==> src/rtl/core/fqs_pkg.sv <==
package fqs_pkg;

    // Number of words the queue can hold.
    localparam int DEPTH = 16;
    localparam int IDX_W = (DEPTH > 1) ? $clog2(DEPTH) : 1;
    localparam int CNT_W = $clog2(DEPTH + 1);

    // Field widths fixed by the interface.
    localparam int FUNC_W = 3;
    localparam int STAT_W = 2;
    localparam int WORD_W = 32;
    localparam int POS_W  = 7;

    // Operation codes carried in the func field.
    localparam logic [FUNC_W-1:0] FN_ENQ     = 3'd0;
    localparam logic [FUNC_W-1:0] FN_DEQ     = 3'd1;
    localparam logic [FUNC_W-1:0] FN_PEEK    = 3'd2;
    localparam logic [FUNC_W-1:0] FN_COUNT   = 3'd3;
    localparam logic [FUNC_W-1:0] FN_SEARCH  = 3'd4;
    localparam logic [FUNC_W-1:0] FN_DISPLAY = 3'd5;

    // Status codes.
    localparam logic [STAT_W-1:0] ST_OK       = 2'd0;
    localparam logic [STAT_W-1:0] ST_FULL     = 2'd1;
    localparam logic [STAT_W-1:0] ST_EMPTY    = 2'd2;
    localparam logic [STAT_W-1:0] ST_NOTFOUND = 2'd3;

    typedef struct packed {
        logic [FUNC_W-1:0]        func;
        logic signed [WORD_W-1:0] value;
    } t_cmd;

    typedef struct packed {
        logic [STAT_W-1:0]        status;
        logic signed [WORD_W-1:0] word;
        logic [POS_W-1:0]         position;
        logic [POS_W-1:0]         occupancy;
        logic                     last;
    } t_result;

endpackage

==> src/rtl/core/fifo_queue_with_search.sv <==
// Bounded first-in first-out queue of signed 32-bit words with search.
//
// A command word (operation plus value) is taken on a rising edge where
// start is high and busy is low. Every command yields one result word on
// o_result, marked by o_valid for exactly one cycle; display of a non-empty
// queue yields one result word per stored entry, front to rear, with last
// set on the final one. The receiver cannot hold results off.
//
// Timing: enqueue, count, unknown operations and every operation on an
// empty queue answer on the cycle after acceptance and leave busy low, so
// such commands can be issued every cycle. Dequeue, peek, search and
// display walk the store one entry per cycle through a single registered
// read port and one 32-bit comparator: dequeue and peek read only the
// front entry, search stops at the first match or after the last entry,
// and display visits every entry. Busy is high only during that walk.
//
// Reset (synchronous, active low) empties the queue and drops any pending
// result; the stored words themselves are not cleared.
module fifo_queue_with_search (
    input  logic             i_clk,
    input  logic             i_rst_n,
    input  logic             start,
    input  fqs_pkg::t_cmd    i_cmd,
    output logic             busy,
    output logic             o_valid,
    output fqs_pkg::t_result o_result
);

    typedef enum logic [1:0] {
        S_IDLE = 2'b01,
        S_WALK = 2'b10
    } t_state;

    // Registers and their next values.
    t_state                         r_state, n_state;
    logic [fqs_pkg::IDX_W-1:0]      r_head,  n_head;
    logic [fqs_pkg::IDX_W-1:0]      r_tail,  n_tail;
    logic [fqs_pkg::CNT_W-1:0]      r_count, n_count;
    logic [fqs_pkg::IDX_W-1:0]      r_ptr,   n_ptr;
    logic [fqs_pkg::CNT_W-1:0]      r_idx,   n_idx;
    fqs_pkg::t_cmd                  r_cmd,   n_cmd;
    logic                           r_valid, n_valid;
    fqs_pkg::t_result               r_result, n_result;
    logic signed [fqs_pkg::WORD_W-1:0] r_rdata;
    logic signed [fqs_pkg::WORD_W-1:0] r_mem [fqs_pkg::DEPTH];

    logic                           wr_en;
    logic [fqs_pkg::IDX_W-1:0]      rd_addr;
    logic [fqs_pkg::CNT_W-1:0]      idx_inc;
    logic                           last_entry;
    logic                           accept;

    function automatic logic [fqs_pkg::IDX_W-1:0] f_advance(
        input logic [fqs_pkg::IDX_W-1:0] i
    );
        if (i == fqs_pkg::IDX_W'(fqs_pkg::DEPTH - 1)) begin
            return '0;
        end
        return i + 1'b1;
    endfunction

    function automatic fqs_pkg::t_result f_make(
        input logic [fqs_pkg::STAT_W-1:0]        status,
        input logic signed [fqs_pkg::WORD_W-1:0] word,
        input logic [fqs_pkg::CNT_W-1:0]         position,
        input logic [fqs_pkg::CNT_W-1:0]         occupancy,
        input logic                              last
    );
        fqs_pkg::t_result res;
        res.status    = status;
        res.word      = word;
        res.position  = fqs_pkg::POS_W'(position);
        res.occupancy = fqs_pkg::POS_W'(occupancy);
        res.last      = last;
        return res;
    endfunction

    assign busy     = (r_state != S_IDLE);
    assign accept   = start && !busy;
    assign o_valid  = r_valid;
    assign o_result = r_result;

    // The walk counter tracks which entry, counted from the front, sits in
    // the read data register.
    assign idx_inc    = r_idx + 1'b1;
    assign last_entry = (idx_inc == r_count);

    // While idle the read port keeps fetching the front entry, so its data
    // is ready on the first walk cycle; during the walk it fetches ahead.
    assign rd_addr = (r_state == S_IDLE) ? r_head : f_advance(r_ptr);

    always_comb begin
        n_state  = r_state;
        n_head   = r_head;
        n_tail   = r_tail;
        n_count  = r_count;
        n_ptr    = r_ptr;
        n_idx    = r_idx;
        n_cmd    = r_cmd;
        n_valid  = 1'b0;
        n_result = r_result;
        wr_en    = 1'b0;

        unique case (r_state)
            S_IDLE: begin
                if (accept) begin
                    n_cmd = i_cmd;
                    n_ptr = r_head;
                    n_idx = '0;
                    unique case (i_cmd.func) inside
                        fqs_pkg::FN_ENQ: begin
                            n_valid = 1'b1;
                            if (r_count >= fqs_pkg::CNT_W'(fqs_pkg::DEPTH)) begin
                                n_result = f_make(fqs_pkg::ST_FULL, '0, '0, r_count, 1'b1);
                            end else begin
                                wr_en    = 1'b1;
                                n_tail   = f_advance(r_tail);
                                n_count  = r_count + 1'b1;
                                n_result = f_make(fqs_pkg::ST_OK, '0, '0, n_count, 1'b1);
                            end
                        end
                        fqs_pkg::FN_DEQ, fqs_pkg::FN_PEEK,
                        fqs_pkg::FN_SEARCH, fqs_pkg::FN_DISPLAY: begin
                            if (r_count == '0) begin
                                n_valid  = 1'b1;
                                n_result = f_make(fqs_pkg::ST_EMPTY, '0, '0, r_count, 1'b1);
                            end else begin
                                n_state = S_WALK;
                            end
                        end
                        default: begin
                            // Count and unknown operations only report occupancy.
                            n_valid  = 1'b1;
                            n_result = f_make(fqs_pkg::ST_OK, '0, '0, r_count, 1'b1);
                        end
                    endcase
                end
            end
            S_WALK: begin
                n_ptr = f_advance(r_ptr);
                n_idx = idx_inc;
                unique case (r_cmd.func)
                    fqs_pkg::FN_DEQ: begin
                        n_valid  = 1'b1;
                        n_head   = f_advance(r_head);
                        n_count  = r_count - 1'b1;
                        n_result = f_make(fqs_pkg::ST_OK, r_rdata, '0, n_count, 1'b1);
                        n_state  = S_IDLE;
                    end
                    fqs_pkg::FN_PEEK: begin
                        n_valid  = 1'b1;
                        n_result = f_make(fqs_pkg::ST_OK, r_rdata, '0, r_count, 1'b1);
                        n_state  = S_IDLE;
                    end
                    fqs_pkg::FN_SEARCH: begin
                        if (r_rdata == r_cmd.value) begin
                            n_valid  = 1'b1;
                            n_result = f_make(fqs_pkg::ST_OK, '0, idx_inc, r_count, 1'b1);
                            n_state  = S_IDLE;
                        end else if (last_entry) begin
                            n_valid  = 1'b1;
                            n_result = f_make(fqs_pkg::ST_NOTFOUND, '0, '0, r_count, 1'b1);
                            n_state  = S_IDLE;
                        end
                    end
                    fqs_pkg::FN_DISPLAY: begin
                        n_valid  = 1'b1;
                        n_result = f_make(fqs_pkg::ST_OK, r_rdata, '0, r_count, last_entry);
                        if (last_entry) begin
                            n_state = S_IDLE;
                        end
                    end
                    default: begin
                        n_state = S_IDLE;
                    end
                endcase
            end
            default: begin
                n_state = S_IDLE;
            end
        endcase
    end

    always_ff @(posedge i_clk) begin
        if (!i_rst_n) begin
            r_state <= S_IDLE;
            r_head  <= '0;
            r_tail  <= '0;
            r_count <= '0;
            r_valid <= 1'b0;
        end else begin
            r_state <= n_state;
            r_head  <= n_head;
            r_tail  <= n_tail;
            r_count <= n_count;
            r_valid <= n_valid;
        end
    end

    always_ff @(posedge i_clk) begin
        r_ptr    <= n_ptr;
        r_idx    <= n_idx;
        r_cmd    <= n_cmd;
        r_result <= n_result;
    end

    // Word store: one write port at the rear, one registered read port.
    always_ff @(posedge i_clk) begin
        if (wr_en) begin
            r_mem[r_tail] <= i_cmd.value;
        end
        r_rdata <= r_mem[rd_addr];
    end

    // A result without last can only come from a display walk in progress.
    a_partial_in_walk: assert property (@(posedge i_clk) disable iff (!i_rst_n)
        o_valid && !o_result.last |-> r_state == S_WALK)
        else $error("non-final result outside a display walk");

    // The fill count never exceeds the store depth.
    a_count_bound: assert property (@(posedge i_clk) disable iff (!i_rst_n)
        r_count <= fqs_pkg::CNT_W'(fqs_pkg::DEPTH))
        else $error("fill count above depth");

    // An empty queue has its head and tail together.
    a_empty_ptrs: assert property (@(posedge i_clk) disable iff (!i_rst_n)
        r_count == '0 |-> r_head == r_tail)
        else $error("empty queue with head and tail apart");

    // A walk always ends with a result word.
    a_walk_ends: assert property (@(posedge i_clk) disable iff (!i_rst_n)
        $fell(busy) && $past(i_rst_n) |-> o_valid && o_result.last)
        else $error("walk ended without a final result");

    // Enqueue and count answer on the very next cycle.
    a_quick_ops: assert property (@(posedge i_clk) disable iff (!i_rst_n)
        accept && (i_cmd.func == fqs_pkg::FN_ENQ || i_cmd.func == fqs_pkg::FN_COUNT)
        |=> o_valid && o_result.last && !busy)
        else $error("single-cycle operation did not answer at once");

endmodule
==> config.mk <==
export PLATFORM = sky130hd
export DESIGN_NAME = fifo_queue_with_search
export DESIGN_NICKNAME = d
export VERILOG_FILES = /design/src/rtl/core/fqs_pkg.sv /design/src/rtl/core/fifo_queue_with_search.sv
export SDC_FILE = /design/constraint.sdc
export NUM_CORES = 1
export LEC_CHECK = 0
export BUFFER_PORTS_ARGS = -buffer_cell sky130_fd_sc_hd__buf_2
export CAP_MARGIN = 0
export CORE_ASPECT_RATIO = 1.75
export CORE_MARGIN = 3
export CORE_UTILIZATION = 30
export DETAILED_ROUTE_END_ITERATION = 10
export PLACE_DENSITY_LB_ADDON = 0.3
export SYNTH_ARGS = -nofsm -noshare
export SYNTH_HDL_FRONTEND = slang
export SYNTH_SLANG_ARGS = --single-unit
==> constraint.sdc <==
create_clock -name i_clk -period 9.59 [get_ports i_clk]
set_input_delay 0 -clock i_clk [delete_from_list [all_inputs] [get_ports i_clk]]
set_output_delay 0 -clock i_clk [all_outputs]
set_load 0.05 [all_outputs]
# == Word level (Yosys, flattened, before mapping) ==
# Memories as Yosys holds them, arrays and structs flattened. A register that Yosys moved wholly into a read port is not among the register bits.
# Index checks and enable logic that the tools add are counted.
# word_totals
regBits,109
ramBits,512
inputBits,38
output_inout_bits,51
wordCells,117
n_memories,1
# mem_list
memory,depth,width,rd,rd_clocked_by_memory_dff,wr,line,text
r_mem,16,32,1,1,1,fifo_queue_with_search.sv:45,logic signed [fqs_pkg::WORD_W-1:0] r_mem [fqs_pkg::DEPTH];
# op_classes
add_sub_neg,6
n_lt_le_gt_ge,1
n_eq_ne,25
mux,55
n_bitwise,1
reduce_logical,14
# ops
operator,count
2-to-1 mux 49 bit,4
one-hot mux 49 bit (2 select lines),2
one-hot mux 49 bit (4 select lines),1
2-to-1 mux 48 bit,1
2-to-1 mux 4 bit,9
== test 32 bit,1
2-to-1 mux 5 bit,5
2-to-1 mux 1 bit,21
one-hot mux 5 bit (2 select lines),2
adder 4 x 1 -> 4 bit (second input constant),3
== test 3 bit (second input constant),4
== test 4 bit (second input constant),3
adder 5 x 1 -> 5 bit (second input constant),2
2-to-1 mux 2 bit,5
AND reduction 5 bit,2
inequality test 2 x 1 -> 1 bit (second input constant),4
one-hot mux 2 bit (2 select lines),2
one-hot mux 4 bit (2 select lines),1
== test 3 x 1 -> 1 bit (second input constant),2
== test 3 x 2 -> 1 bit (second input constant),2
inequality test 2 bit (second input constant),3
AND reduction 2 bit,3
== test 5 bit,1
greater-or-equal comparator 5 bit (second input constant),1
other kinds (17),18

# == Depth between registers and ports, before layout ==
# Gate-level depths: netlist of run 1.
# logic_depth
word_depth,7
ltp_mapped,11
depth_no_buf,8

# == Worst setup path after synthesis of run 1 ==
# No wires, ideal clock.
# synth_path
path_type,reg2reg
from,register r_count[0] in the netlist's numbering
to,"register r_result, in the netlist o_result[0], enable pin"
setup_ps,462
arrival_time_ps,3768
path_slack_ps,5360
path_stages_with_launch,10
path_cell_list,dfxtp_1 buf_2 inv_1 ha_1 nor3b_2 inv_1 o211ai_1 a21oi_1 a211o_1 a21oi_1
# synth_between
elab_chain_cells,3
elab_cells_between_ends,5
classes_between,eq/ne (3); reduce/logical (2)
# synth_rtl
item,line,text
from (decl),fifo_queue_with_search.sv:38,"logic [fqs_pkg::CNT_W-1:0] r_count, n_count;"
from (signal assigned),fifo_queue_with_search.sv:195,r_count <= n_count;
== test 5 bit or zero test 5 bit (tied branches),"fifo_queue_with_search.sv:86, fifo_queue_with_search.sv:124",
inequality test 4 bit (no line) or inequality test 3 bit (tied branches),--,
AND reduction 5 bit (no line) (*),--,
to (signal assigned),fifo_queue_with_search.sv:204,r_result <= n_result;
to (decl),fifo_queue_with_search.sv:43,"fqs_pkg::t_result r_result, n_result;"
# Every way passes the cells marked *; elsewhere a longest branch is shown, timed or not.
# A chain may end at the register's enable or synchronous reset.

# == Worst setup path in the final report of run 1 ==
# layout_path
from,register r_state[0]
to,register r_rdata[21] in the netlist's numbering (read register of r_mem)
# layout_between
elab_chain_cells,2
# layout_rtl
item,line,text
from (decl),fifo_queue_with_search.sv:35,"t_state r_state, n_state;"
from (signal assigned),fifo_queue_with_search.sv:192,r_state <= n_state;
== test 2 x 1 -> 1 bit,fifo_queue_with_search.sv:90,assign rd_addr = (r_state == S_IDLE) ? r_head : f_advance(r_ptr);
2-to-1 mux 4 bit,fifo_queue_with_search.sv:90,
to (decl),fifo_queue_with_search.sv:44,logic signed [fqs_pkg::WORD_W-1:0] r_rdata;
# No other way between the ends.

==> impl_metrics.ini, run 1 <==
[power]
p_per_area_nw_per_um2 = 258
power_switching_mw = 2.47
clkPwrFrac_pct = 29.2
power.leakage_nw = 9.48
sw_frac_of_total_pct = 33.1
vdd_ir_drop_max_mv = 0.139
p_total_mw = 7.47
pwr-share-comb_pct = 23.9
p_int_mw = 5.00
p_seq_share_pct = 46.9

[worst_setup_path]
critPathBufInv = 2
critPathKind = flip-flop to flip-flop
start_kind = flip-flop
required_ns = 10.11
crit_family = buffers and inverters
critPathSlowestCell = buf_4
arrival_ns = 4.72
critPathCaptureType = flip-flop
worstPathMaxFanout = 84
reg2reg_setup_slack_ns = 5.39
path_cells = ha_1, nand2_1, nand2_4, buf_4, buf_4, nand2_1, a32oi_1, nand3_1, o21ai_1
cpPeakStageDelay_ns = 0.82

[die]
row_count = 140
ios = 89
die_x_um = 225
initial_core_util_pct = 30.3
core_area_um2 = 83400
dieArea_um2 = 87800
fp.dieH_um = 390

[drt]
via_per_inst = 4.96
antenna_left = 0
vias = 15192
drc_errors = 0
drt_iter0_markers = 1164
dr.pass1.iters = 5
drt_wl_total_um = 65300
wl_per_cell_um = 21.3

[grt]
grt_usage_pct = 14.6
grt_pass1_wl_um = 96400
antenna_found_initial = 3
grt_pass1_vias = 15010
grt_max_degree = 89
grt_remaining_overflow = 0

[yosys]
synth_top_area_cell = edfxtp_1
synth_area_leaders = edfxtp_1, nand2_1, dfxtp_1
ys.flop_type = edfxtp_1
avgSynthCellArea_um2 = 13.7
seq_area_frac_synth_pct = 75.3
synth-seq-cells = 649
synth-edff-count = 601
yosys.cell_types.count = 58
synth_top_area_share_pct = 71.5
yosys_warnings = 0
syn_area_um2 = 25200
syn-instance-count = 1847
synthArstFlopShare_pct = 0

[cts]
cts_setup_buffers = 0
clk_latency_ns = 0.61
cts_root_buf = clkbuf_16
cts.sink_count = 649
cts_buffers = 55
path_clk_slew_ns = 0.07
cts_tree = built
htree_levels = 2
clockBufferDepth = 3
hold_buffers = 37
post_cts_resized = 0

[finish]
drive_gt1_share_pct = 11.6
area_growth_pct = 14.6
nets = 2000
final_area_um2 = 28900
layout.cells.non_filler = 3060

[placed_design]
dp.final_hpwl_um = 34800
portBuffers = 84
dpl.cell_count = 2922
place_area_um2 = 26800
gp_congestion = 0.752

[hold_path]
hold_class = input port to flip-flop

[timing]
rsz0062_at_grt = no
finalCriticalPeriod_ns = 4.20
relSlewSlack_pct = 26.3
final.setup.tns_ns = 0
max_freq_ghz = 0.238
slew_violations = 0
timing.final.crit_share_pct = 43.8
tightest_slew_ns = 1.11
final_hold_viol_count = 0
fin_skew_ns = 0.0442
setup_viol = 0

[run]
drv_cap = 0

[status]
status = completed
[cells by family (layout without fill, tap and decap cells)]
| family | after synthesis | count (layout) | share of synthesized area [%] |
|---|---|---|---|
| adders and majority gates | 11 | 11 | 0.545 |
| xor gates and xnor gates | 48 | 48 | 1.70 |
| buffers and inverters | 124 | 268 | 2.46 |
| and+or+nand+nor | 790 | 790 | 13.8 |
| AOI/OAI and AO/OA | 215 | 215 | 5.72 |
| DFF | 649 | 649 | 75.3 |
| muxes | 9 | 9 | 0.382 |
| other | 1 | 5 | 0.0149 |
[final timing paths]
kind                   start           to  cells after the start
setup reg to reg  r_state[0]  r_rdata[21]                      9
hold / removal     i_cmd[34]    r_cmd[34]                      2
setup / recovery  r_state[0]  r_rdata[21]                      9
hold reg to reg    r_head[3]    r_head[3]                      2
[cell usage after synthesis (all sizes together) (15+ instances only)]
cell    count
edfxtp    601
nand2     469
nand3     167
a21oi      78
buf        72
a32oi      65
dfxtp      48
o21ai      46
nor2       44
xor2       38
clkbuf     37
and2       36
nand4      34
inv        15
[state kept, by name, summed over array words and instances (netlist names)]
signal,count
o_result,45
r_mem,512
r_head,4
r_cmd,35
r_ptr,4
r_tail,4
r_rdata,32
o_valid,1
r_idx,5
r_count,5
r_state,2
[layout make-up]
type | count | area [µm²]
Clock inverter | 27 | 238
Inverter | 15 | 56.3
Multi-Input combinational cell | 1077 | 5760
Fill cell | 8026 | 54500
Clock buffer | 73 | 1470
Tap cell | 1065 | 1330
Antenna cell | 1 | 2.50
Sequential cell | 649 | 19000
Timing Repair Buffer | 153 | 1030
[power groups by stage]
stage | sequential (mW) | clock (mW) | combinational, mW
3_3_place_gp | 3.57 | 0 | 1.78
6_report | 3.50 | 2.18 | 1.79
5_1_grt | 3.53 | 2.33 | 1.94
4_1_cts | 3.51 | 2.24 | 1.82
3_5_place_dp | 3.57 | 0 | 1.80
2_1_floorplan | 3.86 | 0 | 0.950
[layer usage]
metal  share of wire [%]  vias to the layer above  global-route usage [%]
met3                 5.3                      119                    1.91
met2                  51                      497                    26.1
li1                    -                     6953                       -
met5               0.032                        -                       0
met1                  40                     7619                    17.8
met4                 3.2                        4                    5.31
[through the flow]
stage                     worst slack [ns]  utilization, %  hold WS [ns]
after global placement                5.60            32.2         0.219
after CTS                             5.45            34.7         0.112
final                                 5.39            34.7         0.150
after global routing                  5.12            34.7         0.152
after floorplan                       5.36               -        0.0989
after detailed placement              5.47            32.2         0.213
[worst register-to-register path: cells and delay by family (launching register included)]
family	cells	cell delay [ns]
buf+inv	2	1.67
flops	1	0.39
simple gates	4	0.99
fa+ha+maj	1	0.67
compound gates	2	0.41
[cell usage in the layout (no fill, tap or decap), drive strengths merged, types with 38 or more instances in the layout]
| cell type | synthesis | final |
|---|---|---|
| a21oi | 78 | 78 |
| a32oi | 65 | 65 |
| buf | 72 | 116 |
| clkbuf | 37 | 73 |
| dfxtp | 48 | 48 |
| edfxtp | 601 | 601 |
| nand2 | 469 | 469 |
| nand3 | 167 | 167 |
| nor2 | 44 | 44 |
| o21ai | 46 | 46 |
| xor2 | 38 | 38 |
No activity file was read; power rests on OpenSTA's default activity.
==> run 2, diff against run 1 <==
==> constraint.sdc (replaced) <==
create_clock -name i_clk -period 3.4 [get_ports i_clk]
set_input_delay 0 -clock i_clk [delete_from_list [all_inputs] [get_ports i_clk]]
set_output_delay 0 -clock i_clk [all_outputs]
set_load 0.05 [all_outputs]
==> run 2 against run 1 <==
Net effect: routed wire length increased by 3.9%; sequential power grew to 2.8 times the previous value; clock skew shrank 0.025 ns; first-iteration DRC count shrank 3.6%; cell count rose by 0.88%; clock power increased to 3.1 times the previous value; combinational power rose to 3.0 times the previous value; global-route usage is 0.64 points higher; sequential share of layout area fell by 1.7 points; via count up 1.4%.
==> impl_metrics.ini, run 2 (synthesis gave the netlist of run 1 again) <==
[hold_path]
hold_class = input port to flip-flop
min_delay_path_depth = 2

[timing]
fin_skew_ns = 0.0193
final.setup.tns_ns = 0
fin_hold_ws_ns = 0.177
rsz0062_at_grt = no
slew_violations = 0
timing.final.crit_share_pct = 85.6
final_hold_viol_count = 0
relSlewSlack_pct = 32.1
setup_viol = 0
tightest_slew_ns = 1.02
max_freq_ghz = 0.343
finalCriticalPeriod_ns = 2.91

[finish]
fillers = 7959
final_common_cell = edfxtp_1
regArea_um2 = 19000
multiInputGateArea_um2 = 5790
area_growth_pct = 17.6
largest_reg_flops = 512
nets = 2023
drive_gt1_share_pct = 13.4
layout_common_cells = edfxtp_1, nand2_1, nand3_1, buf_2, a21oi_1
regMostFlops = r_mem

[status]
status = completed

[cts]
cts_tree = built
cts_root_buf = clkbuf_16
htree_levels = 2
clockBufferDepth = 3
cts_buffers = 54
path_clk_slew_ns = 0.07
cts.sink_count = 649
clk_latency_ns = 0.61

[die]
initial_core_util_pct = 30.3
ios = 89
dieArea_um2 = 87800
die_x_um = 225
core_area_um2 = 83400
fp.dieH_um = 390
row_count = 140

[drt]
drt_iter0_markers = 1122
antenna_left = 0
via_per_inst = 4.99
wl_per_cell_um = 22.0
dr.pass1.iters = 5
vias = 15402
drc_errors = 0
drt_wl_total_um = 67900

[worst_setup_path]
path_cells = ha_1, buf_4, a311o_1, and2_4, buf_12, buf_4, nand2_1, a32oi_1, nand3_1, o21ai_1
arrival_ns = 3.37
cpPeakStageDelay_ns = 0.37
critPathSlowestCell = dfxtp_1
critPathBufInv = 3
crit_top_cell = buf_4
rr_worst_depth = 10
start_kind = flip-flop
critPathKind = flip-flop to flip-flop
crit_cells = 10
crit_family = buffers and inverters
required_ns = 3.86
critPathCaptureType = flip-flop
worstPathMaxFanout = 73

[grt]
grt_pass1_wl_um = 99600
grt_max_degree = 82
grt_remaining_overflow = 0
antenna_found_initial = 3
grt_usage_pct = 15.2
grt_pass1_vias = 15361

[power]
power.leakage_nw = 9.78
vdd_ir_drop_max_mv = 0.444
p_per_area_nw_per_um2 = 742

[placed_design]
portBuffers = 84
dp.final_hpwl_um = 37800
gp_congestion = 0.782

[run]
drv_cap = 0
## run 2: cell count changes in the layout (fill, tap and decap cells not counted), moves of 2 or more
cell       change
buf_12        +27
buf_4          -3
bufinv_16      +6
clkbuf_1       -6
clkbuf_8       +6
clkinv_1       -7
clkinv_2       +2
nor3_2         -4
nor3_4         +4
## run 2: per-layer routing
layer | global-route usage [%] | part of all wire (%) | wire length [µm] | up-vias
li1 | - | - | - | 7025
met1 | 17.9 | 39 | 26700 | 7859
met2 | 28.5 | 53 | 36300 | 403
met3 | 1.53 | 3.9 | 2680 | 111
met4 | 5.36 | 3.2 | 2170 | 4
met5 | 0 | 0.040 | 27 | -
## run 2: power breakdown
part / switching, mW / total (mW) / internal, mW
sequential: 0.413 / 9.89 / 9.48
clock: 2.86 / 6.76 / 3.89
combinational: 3.88 / 5.37 / 1.49
total: 7.16 / 22.0 / 14.9
## run 2: worst paths after layout
| kind | end | slack, ns | from |
|---|---|---|---|
| setup / recovery | r_rdata[18] | 0.49 | r_state[0] |
| hold / removal | r_cmd[34] | 0.18 | i_cmd[34] |
| setup reg to reg | r_rdata[18] | 0.49 | r_state[0] |
| hold reg to reg | r_head[3] | 0.54 | r_head[3] |
## run 2: per-stage QoR
stage               instance area (µm²)  std cells  total power [mW]  utilization, %  setup slack (ns)
CTS                               29700       3085              22.3            35.6             0.453
global placement                  27400       2946              15.4            32.8             0.476
floorplan                         25300       1850              13.5               -             0.139
global route                      29700       3085              23.0            35.6             0.322
finish                            29700       3087              22.0            35.6             0.489
detailed placement                27400       2946              15.5            32.8             0.479
## run 2: cell type report
cell class	count	area share, %
sequential	649	64.1
multi-input combinational	1077	19.5
timing repair buffer	177	5.22
clock buffer	72	5.09
tap	1065	4.49
clock inverter	30	1.44
inverter	15	0.190
antenna	2	0.0169
## run 2: what timing repair did
item | in CTS | in global routing
hold endpoints to repair | 556 | 0
setup buffers | 0 | 0
setup endpoints to repair | 0 | 0
hold buffers | 37 | 0
resized for setup | 0 | 0
